===== config.mk =====
export PLATFORM = sky130hd
export DESIGN_NAME = asterix_cat065_block_checker_top_flat
export DESIGN_NICKNAME = d
export VERILOG_FILES = /design/src/acb_pkg.sv /design/src/acb_if.sv /design/src/acb_parser.sv /design/src/asterix_cat065_block_checker_top.sv /design/src/flat_wrapper.sv
export SDC_FILE = /design/constraint.sdc
export NUM_CORES = 1
export LEC_CHECK = 0
export ABC_AREA = 1
export BUFFER_PORTS_ARGS = -buffer_cell sky130_fd_sc_hd__buf_2
export CORE_MARGIN = 5
export CORE_UTILIZATION = 67
export CTS_CLUSTER_SIZE = 12
export DETAILED_ROUTE_END_ITERATION = 8
export PLACE_DENSITY = 0.86
export SYNTH_ARGS = -nofsm -noshare
export SYNTH_HDL_FRONTEND = slang
export SYNTH_SLANG_ARGS = --single-unit

===== constraint.sdc =====
create_clock -name clk -period 11.4 [get_ports clk]
set_clock_uncertainty 0.05 [all_clocks]
set_input_delay 1.71 -clock clk [delete_from_list [all_inputs] [get_ports clk]]
set_output_delay 1.71 -clock clk [all_outputs]
set_load 0.1 [all_outputs]

===== src/acb_pkg.sv =====
// Shared types, status codes and the fixed item size table of the CAT065
// block checker. No dependencies.
package acb_pkg;

    localparam int BYTE_W   = 8;
    localparam int STATUS_W = 3;

    localparam logic [BYTE_W-1:0] CAT_RESET = 8'd65;

    // status codes
    localparam logic [STATUS_W-1:0] ST_OK          = 3'd0;
    localparam logic [STATUS_W-1:0] ST_SIZE        = 3'd1;
    localparam logic [STATUS_W-1:0] ST_CATEGORY    = 3'd2;
    localparam logic [STATUS_W-1:0] ST_LEN_EXCEEDS = 3'd3;
    localparam logic [STATUS_W-1:0] ST_FSPEC_CUT   = 3'd4;
    localparam logic [STATUS_W-1:0] ST_SPARE       = 3'd5;
    localparam logic [STATUS_W-1:0] ST_EXTRA_FSPEC = 3'd6;
    localparam logic [STATUS_W-1:0] ST_OVERRUN     = 3'd7;

    // FSPEC bits
    localparam logic [BYTE_W-1:0] BIT_FX     = 8'h01;
    localparam logic [BYTE_W-1:0] BIT_SP     = 8'h02;
    localparam logic [BYTE_W-1:0] BIT_RE     = 8'h04;
    localparam logic [BYTE_W-1:0] SPARE_MASK = 8'hF8;

    localparam logic [16:0] MAX_BLOCK = 17'h0FFFF;
    localparam logic [16:0] COUNT_SAT = 17'h10000;

    typedef struct packed {
        logic [STATUS_W-1:0] status;
        logic                length_warning;
    } result_t;

    // sizes of I010, I000, I015, I030, I020, I040, I050 (FSPEC bits 7..1)
    localparam logic [1:0] FIX_SIZE [7] = '{2'd2, 2'd1, 2'd1, 2'd3, 2'd1, 2'd1, 2'd1};

    function automatic logic [BYTE_W-1:0] fixed_total(input logic [BYTE_W-1:0] fspec);
        logic [BYTE_W-1:0] total;
        total = '0;
        for (int i = 0; i < 7; i++)
        begin
            if (fspec[7-i])
                total = total + {6'd0, FIX_SIZE[i]};
        end
        return total;
    endfunction

endpackage


===== src/acb_if.sv =====
// Channel interfaces of the CAT065 block checker: byte stream, result, config.
// Depends on acb_pkg.
interface acb_byte_if import acb_pkg::*; ();
    logic              valid;
    logic              ready;
    logic [BYTE_W-1:0] data_byte;
    logic              last;

    modport source (output valid, output data_byte, output last, input ready);
    modport sink   (input valid, input data_byte, input last, output ready);
endinterface

interface acb_result_if import acb_pkg::*; ();
    logic                valid;
    logic                ready;
    logic [STATUS_W-1:0] status;
    logic                length_warning;

    modport source (output valid, output status, output length_warning, input ready);
    modport sink   (input valid, input status, input length_warning, output ready);
endinterface

interface acb_cfg_if import acb_pkg::*; ();
    logic              valid;
    logic              ready;
    logic [BYTE_W-1:0] data;

    modport source (output valid, output data, input ready);
    modport sink   (input valid, input data, output ready);
endinterface


===== src/acb_parser.sv =====
// Block parse state and its one-byte update; gives the block status on the
// last byte. Depends on acb_pkg.
module acb_parser import acb_pkg::*;
(
    input  logic              clk,
    input  logic              rst_n,
    input  logic              step,
    input  logic [BYTE_W-1:0] data_byte,
    input  logic              last,
    input  logic [BYTE_W-1:0] expected_category,
    output result_t           result
);

    localparam logic [3:0] PH_CAT      = 4'd0;
    localparam logic [3:0] PH_LEN_HI   = 4'd1;
    localparam logic [3:0] PH_LEN_LO   = 4'd2;
    localparam logic [3:0] PH_FSPEC    = 4'd3;
    localparam logic [3:0] PH_SKIP_FIX = 4'd4;
    localparam logic [3:0] PH_RE_LEN   = 4'd5;
    localparam logic [3:0] PH_RE_SKIP  = 4'd6;
    localparam logic [3:0] PH_SP_LEN   = 4'd7;
    localparam logic [3:0] PH_SP_SKIP  = 4'd8;
    localparam logic [3:0] PH_DONE     = 4'd9;

    logic [16:0]         cnt_reg, cnt_upd, cnt_next;
    logic [15:0]         decl_reg, decl_upd, decl_next;
    logic [3:0]          phase_reg, phase_upd, phase_next;
    logic [BYTE_W-1:0]   fs1_reg, fs1_upd, fs1_next;
    logic [BYTE_W-1:0]   fs2_reg, fs2_upd, fs2_next;
    logic [1:0]          fpos_reg, fpos_upd, fpos_next;
    logic [BYTE_W-1:0]   skip_reg, skip_upd, skip_next;
    logic [STATUS_W-1:0] pend_reg, pend_upd, pend_next;
    logic [STATUS_W-1:0] ferr_reg, ferr_upd, ferr_next;

    logic              adv_req;
    logic [1:0]        adv_stage;
    logic [BYTE_W-1:0] fix_total;
    logic [BYTE_W-1:0] item_len;

    // first FSPEC byte of the record as seen by the FSPEC phase
    assign fix_total = fixed_total((fpos_reg == 2'd0) ? data_byte : fs1_reg);
    assign item_len  = (data_byte == '0) ? 8'd1 : data_byte;

    always_comb
    begin
        cnt_upd   = (cnt_reg < COUNT_SAT) ? cnt_reg + 17'd1 : cnt_reg;
        decl_upd  = decl_reg;
        phase_upd = phase_reg;
        fs1_upd   = fs1_reg;
        fs2_upd   = fs2_reg;
        fpos_upd  = fpos_reg;
        skip_upd  = skip_reg;
        pend_upd  = pend_reg;
        ferr_upd  = ferr_reg;
        adv_req   = 1'b0;
        adv_stage = 2'd0;

        unique case (phase_reg) inside
            PH_CAT:
            begin
                if (data_byte != expected_category)
                begin
                    ferr_upd  = ST_CATEGORY;
                    phase_upd = PH_DONE;
                end
                else
                begin
                    phase_upd = PH_LEN_HI;
                end
            end
            PH_LEN_HI:
            begin
                decl_upd  = {data_byte, 8'd0};
                phase_upd = PH_LEN_LO;
            end
            PH_LEN_LO:
            begin
                decl_upd  = {decl_reg[15:8], data_byte};
                phase_upd = PH_FSPEC;
                fs1_upd   = '0;
                fs2_upd   = '0;
                fpos_upd  = '0;
                pend_upd  = ST_OK;
                skip_upd  = '0;
            end
            PH_FSPEC:
            begin
                if (fpos_reg == 2'd0)
                begin
                    fs1_upd = data_byte;
                end
                else if (fpos_reg == 2'd1)
                begin
                    fs2_upd = data_byte;
                    if ((data_byte & SPARE_MASK) != '0)
                        pend_upd = ST_SPARE;
                    else if ((data_byte & BIT_FX) != '0)
                        pend_upd = ST_EXTRA_FSPEC;
                end
                if (fpos_reg != 2'd3)
                    fpos_upd = fpos_reg + 2'd1;
                if ((data_byte & BIT_FX) == '0)
                begin
                    if (pend_upd != ST_OK)
                    begin
                        ferr_upd  = pend_upd;
                        phase_upd = PH_DONE;
                    end
                    else if (fix_total != '0)
                    begin
                        skip_upd  = fix_total;
                        phase_upd = PH_SKIP_FIX;
                    end
                    else
                    begin
                        adv_req   = 1'b1;
                        adv_stage = 2'd0;
                    end
                end
            end
            PH_RE_LEN, PH_SP_LEN:
            begin
                skip_upd  = item_len - 8'd1;
                adv_stage = (phase_reg == PH_RE_LEN) ? 2'd1 : 2'd2;
                if (skip_upd != '0)
                    phase_upd = (phase_reg == PH_RE_LEN) ? PH_RE_SKIP : PH_SP_SKIP;
                else
                    adv_req = 1'b1;
            end
            PH_SKIP_FIX, PH_RE_SKIP, PH_SP_SKIP:
            begin
                if (skip_reg != '0)
                    skip_upd = skip_reg - 8'd1;
                if (skip_upd == '0)
                    adv_req = 1'b1;
                adv_stage = (phase_reg == PH_SKIP_FIX) ? 2'd0 :
                            (phase_reg == PH_RE_SKIP)  ? 2'd1 : 2'd2;
            end
            default:
            begin
                phase_upd = PH_DONE;
            end
        endcase

        // move on to RE, then SP, then the next record
        if (adv_req)
        begin
            if (adv_stage < 2'd1 && (fs2_upd & BIT_RE) != '0)
            begin
                phase_upd = PH_RE_LEN;
            end
            else if (adv_stage < 2'd2 && (fs2_upd & BIT_SP) != '0)
            begin
                phase_upd = PH_SP_LEN;
            end
            else
            begin
                phase_upd = PH_FSPEC;
                fs1_upd   = '0;
                fs2_upd   = '0;
                fpos_upd  = '0;
                pend_upd  = ST_OK;
                skip_upd  = '0;
            end
        end
    end

    // block status from the updated state
    always_comb
    begin
        if (cnt_upd < 17'd3 || cnt_upd > MAX_BLOCK)
            result.status = ST_SIZE;
        else if (ferr_upd == ST_CATEGORY)
            result.status = ST_CATEGORY;
        else if ({1'b0, decl_upd} > cnt_upd)
            result.status = ST_LEN_EXCEEDS;
        else if (ferr_upd != ST_OK)
            result.status = ferr_upd;
        else if (phase_upd == PH_FSPEC && fpos_upd == 2'd0)
            result.status = ST_OK;
        else if (phase_upd == PH_FSPEC)
            result.status = ST_FSPEC_CUT;
        else
            result.status = ST_OVERRUN;
        result.length_warning = (result.status != ST_SIZE)
                             && (result.status != ST_CATEGORY)
                             && ({1'b0, decl_upd} < cnt_upd);
    end

    always_comb
    begin
        if (!step)
        begin
            cnt_next   = cnt_reg;
            decl_next  = decl_reg;
            phase_next = phase_reg;
            fs1_next   = fs1_reg;
            fs2_next   = fs2_reg;
            fpos_next  = fpos_reg;
            skip_next  = skip_reg;
            pend_next  = pend_reg;
            ferr_next  = ferr_reg;
        end
        else if (last)
        begin
            cnt_next   = '0;
            decl_next  = '0;
            phase_next = PH_CAT;
            fs1_next   = '0;
            fs2_next   = '0;
            fpos_next  = '0;
            skip_next  = '0;
            pend_next  = ST_OK;
            ferr_next  = ST_OK;
        end
        else
        begin
            cnt_next   = cnt_upd;
            decl_next  = decl_upd;
            phase_next = phase_upd;
            fs1_next   = fs1_upd;
            fs2_next   = fs2_upd;
            fpos_next  = fpos_upd;
            skip_next  = skip_upd;
            pend_next  = pend_upd;
            ferr_next  = ferr_upd;
        end
    end

    always_ff @(posedge clk or negedge rst_n)
    begin
        if (!rst_n)
        begin
            cnt_reg   <= '0;
            decl_reg  <= '0;
            phase_reg <= PH_CAT;
            fs1_reg   <= '0;
            fs2_reg   <= '0;
            fpos_reg  <= '0;
            skip_reg  <= '0;
            pend_reg  <= ST_OK;
            ferr_reg  <= ST_OK;
        end
        else
        begin
            cnt_reg   <= cnt_next;
            decl_reg  <= decl_next;
            phase_reg <= phase_next;
            fs1_reg   <= fs1_next;
            fs2_reg   <= fs2_next;
            fpos_reg  <= fpos_next;
            skip_reg  <= skip_next;
            pend_reg  <= pend_next;
            ferr_reg  <= ferr_next;
        end
    end

`ifndef ASSERT_OFF
    // the last byte always hands the next block a clean header state
    a_restart: assert property (@(posedge clk) disable iff (!rst_n)
        (step && last) |=> (phase_reg == PH_CAT && cnt_reg == '0))
        else $error("parser did not restart after last byte");

    // skip phases always hold a nonzero count
    a_skip_nonzero: assert property (@(posedge clk) disable iff (!rst_n)
        (phase_reg == PH_SKIP_FIX || phase_reg == PH_RE_SKIP || phase_reg == PH_SP_SKIP)
        |-> (skip_reg != '0))
        else $error("skip phase with zero count");

    // a record error is only latched together with the done phase
    a_err_done: assert property (@(posedge clk) disable iff (!rst_n)
        (ferr_reg != ST_OK) |-> (phase_reg == PH_DONE))
        else $error("error recorded while still parsing");
`endif

endmodule


===== src/asterix_cat065_block_checker_top.sv =====
// Top level of the CAT065 block checker: input byte register, parser and
// result register. Depends on acb_pkg, acb_if and acb_parser.
//
// Usage:
//   byte_stream  sink of data block bytes, last marks the final byte.
//   result       source of one status request per block, sent after the
//                last byte: status code and length_warning.
//   cfg          write of expected_category; always ready. Write it only
//                while no block is in flight.
// Timing: an accepted byte is held in the input register and parsed from there;
//   the status of a block is valid on result right after the edge that parses
//   its last byte.
// Throughput: one byte per cycle while byte_stream.ready is high, set by the
//   parser update between the input register and the parse state registers.
// Stall: while a status waits unread, bytes of the next block keep flowing;
//   only a further last byte waits in the input register until the result
//   is taken, which drops byte_stream.ready.
// Reset: rst_n clears all parse state and both valid flags;
//   expected_category returns to 65.
module asterix_cat065_block_checker_top import acb_pkg::*;
(
    input  logic  clk,
    input  logic  rst_n,
    acb_byte_if.sink     byte_stream,
    acb_result_if.source result,
    acb_cfg_if.sink      cfg
);

    // input register
    logic              in_valid_reg, in_valid_next;
    logic              in_last_reg;
    logic [BYTE_W-1:0] in_byte_reg;

    // result register
    logic    out_valid_reg, out_valid_next;
    result_t out_reg;

    logic [BYTE_W-1:0] cat_reg;

    logic    stall;
    logic    step;
    logic    in_take;
    result_t parse_result;

    // a last byte cannot be parsed while the previous status is unread
    assign stall   = in_valid_reg && in_last_reg && out_valid_reg && !result.ready;
    assign step    = in_valid_reg && !stall;
    assign in_take = byte_stream.valid && !stall;

    assign byte_stream.ready = !stall;

    assign in_valid_next = stall ? in_valid_reg : byte_stream.valid;

    always_comb
    begin
        if (step && in_last_reg)
            out_valid_next = 1'b1;
        else if (result.ready)
            out_valid_next = 1'b0;
        else
            out_valid_next = out_valid_reg;
    end

    always_ff @(posedge clk or negedge rst_n)
    begin
        if (!rst_n)
        begin
            in_valid_reg  <= 1'b0;
            out_valid_reg <= 1'b0;
            cat_reg       <= CAT_RESET;
        end
        else
        begin
            in_valid_reg  <= in_valid_next;
            out_valid_reg <= out_valid_next;
            if (cfg.valid)
                cat_reg <= cfg.data;
        end
    end

    // payload registers
    always_ff @(posedge clk)
    begin
        if (in_take)
        begin
            in_byte_reg <= byte_stream.data_byte;
            in_last_reg <= byte_stream.last;
        end
        if (step && in_last_reg)
            out_reg <= parse_result;
    end

    assign cfg.ready = 1'b1;

    acb_parser u_parser
    (
        .clk               (clk),
        .rst_n             (rst_n),
        .step              (step),
        .data_byte         (in_byte_reg),
        .last              (in_last_reg),
        .expected_category (cat_reg),
        .result            (parse_result)
    );

    assign result.valid          = out_valid_reg;
    assign result.status         = out_reg.status;
    assign result.length_warning = out_reg.length_warning;

`ifndef ASSERT_OFF
    // a parsed last byte always produces a pending status
    a_last_loads: assert property (@(posedge clk) disable iff (!rst_n)
        (step && in_last_reg) |=> out_valid_reg)
        else $error("last byte parsed without a status");

    // no warning when the length check was never reached or failed
    a_warn_codes: assert property (@(posedge clk) disable iff (!rst_n)
        (out_valid_reg && (out_reg.status == ST_SIZE || out_reg.status == ST_CATEGORY
                           || out_reg.status == ST_LEN_EXCEEDS))
        |-> !out_reg.length_warning)
        else $error("length warning with size, category or length error");

    // backpressure only comes from a last byte stuck behind an unread status
    a_stall_cause: assert property (@(posedge clk) disable iff (!rst_n)
        !byte_stream.ready |-> (in_valid_reg && in_last_reg && out_valid_reg))
        else $error("input stalled without a waiting last byte");
`endif

endmodule

===== src/flat_wrapper.sv =====
// flat-port wrapper written by rule: the top's interface ports become plain ports
module asterix_cat065_block_checker_top_flat import acb_pkg::*;
  (clk, rst_n, byte_stream_valid, byte_stream_data_byte, byte_stream_last, byte_stream_ready, result_valid, result_status, result_length_warning, result_ready, cfg_valid, cfg_data, cfg_ready);
  acb_byte_if byte_stream_i ();
  acb_result_if result_i ();
  acb_cfg_if cfg_i ();
  input  logic clk;
  input  logic rst_n;
  input wire logic [$bits(byte_stream_i.valid)-1:0] byte_stream_valid;
  input wire logic [$bits(byte_stream_i.data_byte)-1:0] byte_stream_data_byte;
  input wire logic [$bits(byte_stream_i.last)-1:0] byte_stream_last;
  output wire logic [$bits(byte_stream_i.ready)-1:0] byte_stream_ready;
  output wire logic [$bits(result_i.valid)-1:0] result_valid;
  output wire logic [$bits(result_i.status)-1:0] result_status;
  output wire logic [$bits(result_i.length_warning)-1:0] result_length_warning;
  input wire logic [$bits(result_i.ready)-1:0] result_ready;
  input wire logic [$bits(cfg_i.valid)-1:0] cfg_valid;
  input wire logic [$bits(cfg_i.data)-1:0] cfg_data;
  output wire logic [$bits(cfg_i.ready)-1:0] cfg_ready;
  assign byte_stream_i.valid = byte_stream_valid;
  assign byte_stream_i.data_byte = byte_stream_data_byte;
  assign byte_stream_i.last = byte_stream_last;
  assign byte_stream_ready = byte_stream_i.ready;
  assign result_valid = result_i.valid;
  assign result_status = result_i.status;
  assign result_length_warning = result_i.length_warning;
  assign result_i.ready = result_ready;
  assign cfg_i.valid = cfg_valid;
  assign cfg_i.data = cfg_data;
  assign cfg_ready = cfg_i.ready;
  asterix_cat065_block_checker_top u_core (.clk(clk), .rst_n(rst_n), .byte_stream(byte_stream_i), .result(result_i), .cfg(cfg_i));
endmodule

== Word-level counts from Yosys, hierarchy flattened ==
Cells that the tools add are included.
W data, S select, Z words.
Word-level totals
  bits in latches: 0
  bits of input ports: 22
  flip-flop bits (word level): 92
  ROM bits: 0
  word-level logic and storage cells: 162
  output and inout port bits: 7
  RAM bits: 0
  memories: 0
Operators by class
  bitwise gates (word level): 0
  reduce and logical (&&, ||, !) cells: 29
  shift operators: 0
  magnitude comparators: 7
  mux-type cells: 85
  multipliers: 0
  divide/modulo/power cells: 0
  equality and inequality tests: 15
  add/sub/neg operators: 10
Operators with widths (count)
  $mux W8: 27
  $mux W3: 20
  $add A8 B1 Y8 const B: 5
  $mux W17: 2
  $mux W4: 8
  $pmux W16 S2: 1
  $pmux W8 S2: 2
  $pmux W8 S4: 1
  $reduce_bool A8 Y1: 4
  $logic_not A8 Y1: 3
  $pmux W4 S6: 1
  $mux W2: 10
  $add A17 B1 Y17 const B: 1
  $gt A16 B17 Y1: 1
  $gt A17 B16 Y1 const B: 1
  $lt A16 B17 Y1: 1
  $lt A17 B17 Y1 const B: 1
  $lt A17 B2 Y1 const B: 1
  $eq A4 B3 Y1 const B: 4
  $mux W16: 1
  $sub A8 B1 Y8 const B: 2
  $eq A4 B2 Y1 const B: 3
  $pmux W3 S2: 2
  $logic_and A1 B1 Y1: 11
  23 further kinds: 33

== Logic depth before layout (Yosys ltp) ==
  word-level depth: 31
  mapped depth: 39

== By module ==
Synthesis repeated with hierarchy kept, for this count alone.
Second synthesis, totals
  cells, all modules: 818
  area total of the unflattened synthesis: 5959.5 µm²
By module, submodules not included
  acb_parser: area an instance 5144.9 µm², seq. area each 1551.5 µm², instances 1, cells an instance 756
  asterix_cat065_block_checker_top: area an instance 814.5 µm², seq. area each 643.1 µm², instances 1, cells an instance 62

== Worst setup path before layout ==
OpenSTA, ideal clock, no wires.
  kind: flip-flop to flip-flop
  from: register u_core.u_parser.fpos_reg[1]
  to: register u_core.out_reg (netlist bit u_core.result.length_warning), data pin
  arrival time: 4513 ps
  path slack: 6580 ps
  required time: 11093 ps
  library setup time: 257 ps
  stages on the path, launching flop included: 36
  clock period less this slack: 4820 ps
  buffers on the path: 1
  cell sequence: dfrtp_1 > nor2_4 > buf_6 > nand2_4 > nand2_4 > inv_1 > nand2_1 > nand2_1 > ha_1 > or2_1 > nand2_1 > ha_1 > or2_1 > nand2_2 > inv_1 > ha_1 > or2_2 > nand2_1 > inv_1 > ha_1 > or2_2 > nand2_1 > nand3_2 > nor2_4 > nand3_2 > nand2_4 > nor2_1 > and2_4 > nor2_4 > nand2_1 > nand2_1 > nand3_1 > nand2_1 > nand3_1 > nand2_1 > nor2_2
RTL lines
  start: declaration: line acb_parser.sv:30  | logic [1:0] fpos_reg, fpos_upd, fpos_next;
  start signal: assignment: line acb_parser.sv:251  | fpos_reg <= fpos_next;
  end signal: assignment: line asterix_cat065_block_checker_top.sv:90  | out_reg <= parse_result;
  end: declaration: line asterix_cat065_block_checker_top.sv:36  | result_t out_reg;

== Worst setup path in the final report ==
  from: register u_core.u_parser.fpos_reg[1]
  to: register u_core.u_parser.fs1_reg[7]
Between the ends
  longest elaborated chain between the ends: 22
  elaborated cells on any way between the ends: 35
  those cells by class: add/sub (6); eq/ne (1); mux (23); reduce/logical (5)
Ends and longest elaborated chain
  $logic_not A2 Y1: line acb_parser.sv:41, acb_parser.sv:88
  $mux W8: line acb_parser.sv:41, acb_parser.sv:88
  $mux W2: line acb_pkg.sv:42  | if (fspec[7-i])
  $add A8 B1 Y8: line acb_pkg.sv:43  | total = total + {6'd0, FIX_SIZE[i]};
  $mux W8: line acb_pkg.sv:42
  $add A8 B1 Y8: line acb_pkg.sv:43
  $mux W8: line acb_pkg.sv:42
  $add A8 B2 Y8: line acb_pkg.sv:43
  [... 6 more ...]
  $mux W8: line acb_pkg.sv:42
  $reduce_bool A8 Y1: line acb_parser.sv:109  | else if (fix_total != '0)
  $mux W1: line acb_parser.sv:109
  $mux W1: line acb_parser.sv:104  | if (pend_upd != ST_OK)
  $mux W1: line acb_parser.sv:102  | if ((data_byte & BIT_FX) == '0)
  $pmux W1 S3: line acb_parser.sv:58  | unique case (phase_reg) inside
  $mux W8 *: line acb_parser.sv:146  | if (adv_req)
  $mux W8 *: line acb_parser.sv:204  | else if (last)
  end signal: assignment: line acb_parser.sv:249  | fs1_reg <= fs1_next;
  end: declaration: line acb_parser.sv:28  | logic [BYTE_W-1:0] fs1_reg, fs1_upd, fs1_next;
Every way passes the cells marked *; elsewhere a longest branch is shown, timed or not. The select of a mux whose other input is x is not followed.
A chain may end at the register's enable or synchronous reset.

==> flow_summary.toml <==
[routing]
routed_wl_um = 15200
drc_errors = 0
vias = 5706
drt_iter0_markers = 549
wl_per_cell_um = 16.1
firstDrtPassIters = 5
vias_per_cell = 6.03
ant_nets = 0

[pwr]
leakage_nw = 3.04
p_int_mw = 0.755
switching_power_mw = 0.712
p_clk_share_pct = 16.5
combPwrFrac_pct = 56.6
power_density_nw_per_um2 = 230
ir_worst_vdd_mv = 0.110
sequentialPowerShare_pct = 26.9
power.share.switching_pct = 48.5

[worst_setup_path]
cp_common_cell = "nand2_1"
crit_cells = 27
required_ps = 11550
regToRegEndpoint = "u_core.u_parser.fs1_reg[7]$_DFFE_PN0P_"
end_kind = "flip-flop"
slowest_stage = "nand2_1"
critical_path_class = "reg2reg"
rrSetupSlack_ps = 5920
crit_fanout = 18
reg2reg_from = "u_core.u_parser.fpos_reg[1]$_DFFE_PN0P_"
cp-start-kind = "flip-flop"
path_buf_inv = 2
cp_top_family = "simple AND/OR/NAND/NOR gates"
slowest_delay_ps = 600
rr_worst_depth = 27
critPathArrivalTime_ps = 5630

[grt]
grt_pass1_vias = 5529
grt_max_degree = 73
grt_usage_pct = 28.3
grt_use_met3_pct = 6.52
grt_util_met1_pct = 38.8
grt_use_met2_pct = 45.2
grt-ovfl-total = 0
antenna_found_initial = 0
grt_pass1_wl_um = 25800
grt.busiest_layer = "met2"

[synthesis]
synthTopCellsByCount = "154 x nand2_1, 134 x inv_1, 84 x o21ai_0"
async_flop_share_pct = 84.7
postSynthCellCount = 813
syn_area_sq_um = 5960
yosys.area.top_type = "dfrtp_1"
yosysMostFrequentCell = "nand2_1"
synth_ff_type = "dfrtp_1"
ys.warnings.count = 0
synth_top_area_share_pct = 29.4
synth_edf_count = 13
ys_ff_latch = 85
yosysUniqueCellTypes = 45
synthTopCellsByArea = "dfrtp_1 29%, nand2_1 9.7%, inv_1 8.4%, o21ai_0 7.1%, edfxtp_1 6.5%"
synth_area_per_cell_sq_um = 7.33
ys_seq_area_share_pct = 36.8
syn_nets = 860

[clocking]
clk-insertion-delay-late_ps = 370
cts_buffers = 9
cts_sinks = 85
htree_levels = 3
clk_pin_slew_ps = 90
cts_buffer_depth = 2
cts_tree = "yes"
cts_root_buffer = "clkbuf_8"
postCtsResizedCells = 0
postCtsHoldBufs = 0
post_cts_buffers = 0

[timing]
tightest_slew_ps = 1020
worst_slack_ps = 5920
rsz0062_at_grt = "no"
final_max_slew_viol_count = 0
hold_violations = 0
tns_ps = 0
max_freq_ghz = 0.182
fin_crit_ps = 5480
post-route-period-util_pct = 48.1
setup_viol = 0
relSlewSlack_pct = 31.8

[placement]
gp_congestion = 0.904
io_buffers = 27
hpwl_um = 11000
preCtsSetupSlack_ps = 6020

[floorplanning]
core_region_area_sq_um = 8680
die_area_sq_um = 10900
rows = 34
die_h_um = 104
pin_count = 29
die_w_um = 104
initial_utilization_pct = 68.7

[worst_hold_path]
hold_path_end = "u_core.cat_reg[6]$_DFFE_PN1P_"
hold_path_class = "reg2reg"
holdPathStages = 2
hold_start = "u_core.cat_reg[6]$_DFFE_PN1P_"

[layout]
layout.nets = 880
drive_above_1_share_pct = 11.3
areaGrowthSynthToFinish_pct = 7.05
diodes = 0
largest_reg_flops = 17

[job]
cap_violations = 0

[outcome]
status = "completed"
-- through the flow --
step | power [mW] | instances | cell area, sq um | hold slack, ps | utilization [%]
detailed placement | 1.21 | 930 | 6170 | 448 | 71.0
CTS | 1.45 | 946 | 6380 | 461 | 73.5
floorplan | 1.05 | 813 | 5960 | 418 | -
finish | 1.47 | 946 | 6380 | 457 | 73.5
global placement | 1.18 | 930 | 6170 | 438 | 71.0
global route | 1.60 | 946 | 6380 | 499 | 73.5
-- power groups by stage --
stage	clock [mW]	sequential, mW	combinational [mW]
6_report	0.242	0.394	0.831
5_1_grt	0.257	0.399	0.943
4_1_cts	0.242	0.393	0.818
3_5_place_dp	0	0.399	0.812
3_3_place_gp	0	0.397	0.783
2_1_floorplan	0	0.414	0.631
-- final cells by class --
type | instances | area [sq um]
multi-input cells | 569 | 3160
fillers | 670 | 2300
flip-flops and latches | 85 | 2190
inverters | 138 | 518
repair buffers | 30 | 158
well taps | 108 | 135
clock buffers | 11 | 131
clock inverters | 5 | 85.1
-- layout by cell type, fill, tap and decap left out, types with 2 or more instances in the layout --
master	n
nand2_1	154
inv_1	134
o21ai_0	84
dfrtp_1	70
nor2_1	63
o22ai_1	41
nand3_1	38
buf_2	27
a21oi_1	25
ha_1	25
nand2_2	21
xor2_1	19
nand4_1	14
edfxtp_1	13
a22oi_1	11
nor3_1	10
clkbuf_8	9
o211ai_1	7
nand2_4	5
nand3_2	5
inv_2	4
nor4_1	4
nor2_2	4
o2111ai_1	4
nor2_4	3
or2_1	3
xnor2_1	3
or2_2	3
nand3b_1	3
a21boi_0	3
a211oi_1	3
buf_4	3
o21ai_2	2
a31oi_1	2
a32oi_1	2
a221oi_1	2
clkbuf_1	2
bufinv_16	2
dfstp_2	2
-- worst min-delay path, delay by kind of cell, from the launching register on --
kind / cells / cell delay (ps)
buffers and inverters: 1 / 60
AO/OA/AOI/OAI: 1 / 70
flip-flops: 1 / 380
-- routing by layer --
metal  part of all wire (%)  wire (um)
met3                    9.5       1450
met2                     47       7080
met1                     42       6370
met5                      0          0
met4                    2.2        331
-- cells by family after synthesis --
family          synth area share (%)
buf+inv                         10.2
compound gates                  18.6
mux                            0.189
xor+xnor                        3.23
fa+ha+maj                       5.25
simple gates                    25.7
other cells                   0.0629
flops                           36.8
-- worst max path at each step --
stage,from,to,slack [ps]
5_1_grt,u_core.u_parser.fpos_reg[1]$_DFFE_PN0P_,u_core.u_parser.fs1_reg[7]$_DFFE_PN0P_,5500
6_report,u_core.u_parser.fpos_reg[1]$_DFFE_PN0P_,u_core.u_parser.fs1_reg[7]$_DFFE_PN0P_,5920
4_1_cts,u_core.u_parser.fpos_reg[1]$_DFFE_PN0P_,u_core.u_parser.fs1_reg[7]$_DFFE_PN0P_,5980
3_5_place_dp,u_core.u_parser.fpos_reg[1]$_DFFE_PN0P_,u_core.result.length_warning$_DFFE_PP_,6020
3_3_place_gp,u_core.u_parser.fpos_reg[1]$_DFFE_PN0P_,u_core.result.length_warning$_DFFE_PP_,6180
2_1_floorplan,u_core.u_parser.fpos_reg[1]$_DFFE_PN0P_,u_core.result.length_warning$_DFFE_PP_,6580
No activity file was read; power rests on OpenSTA's default activity.
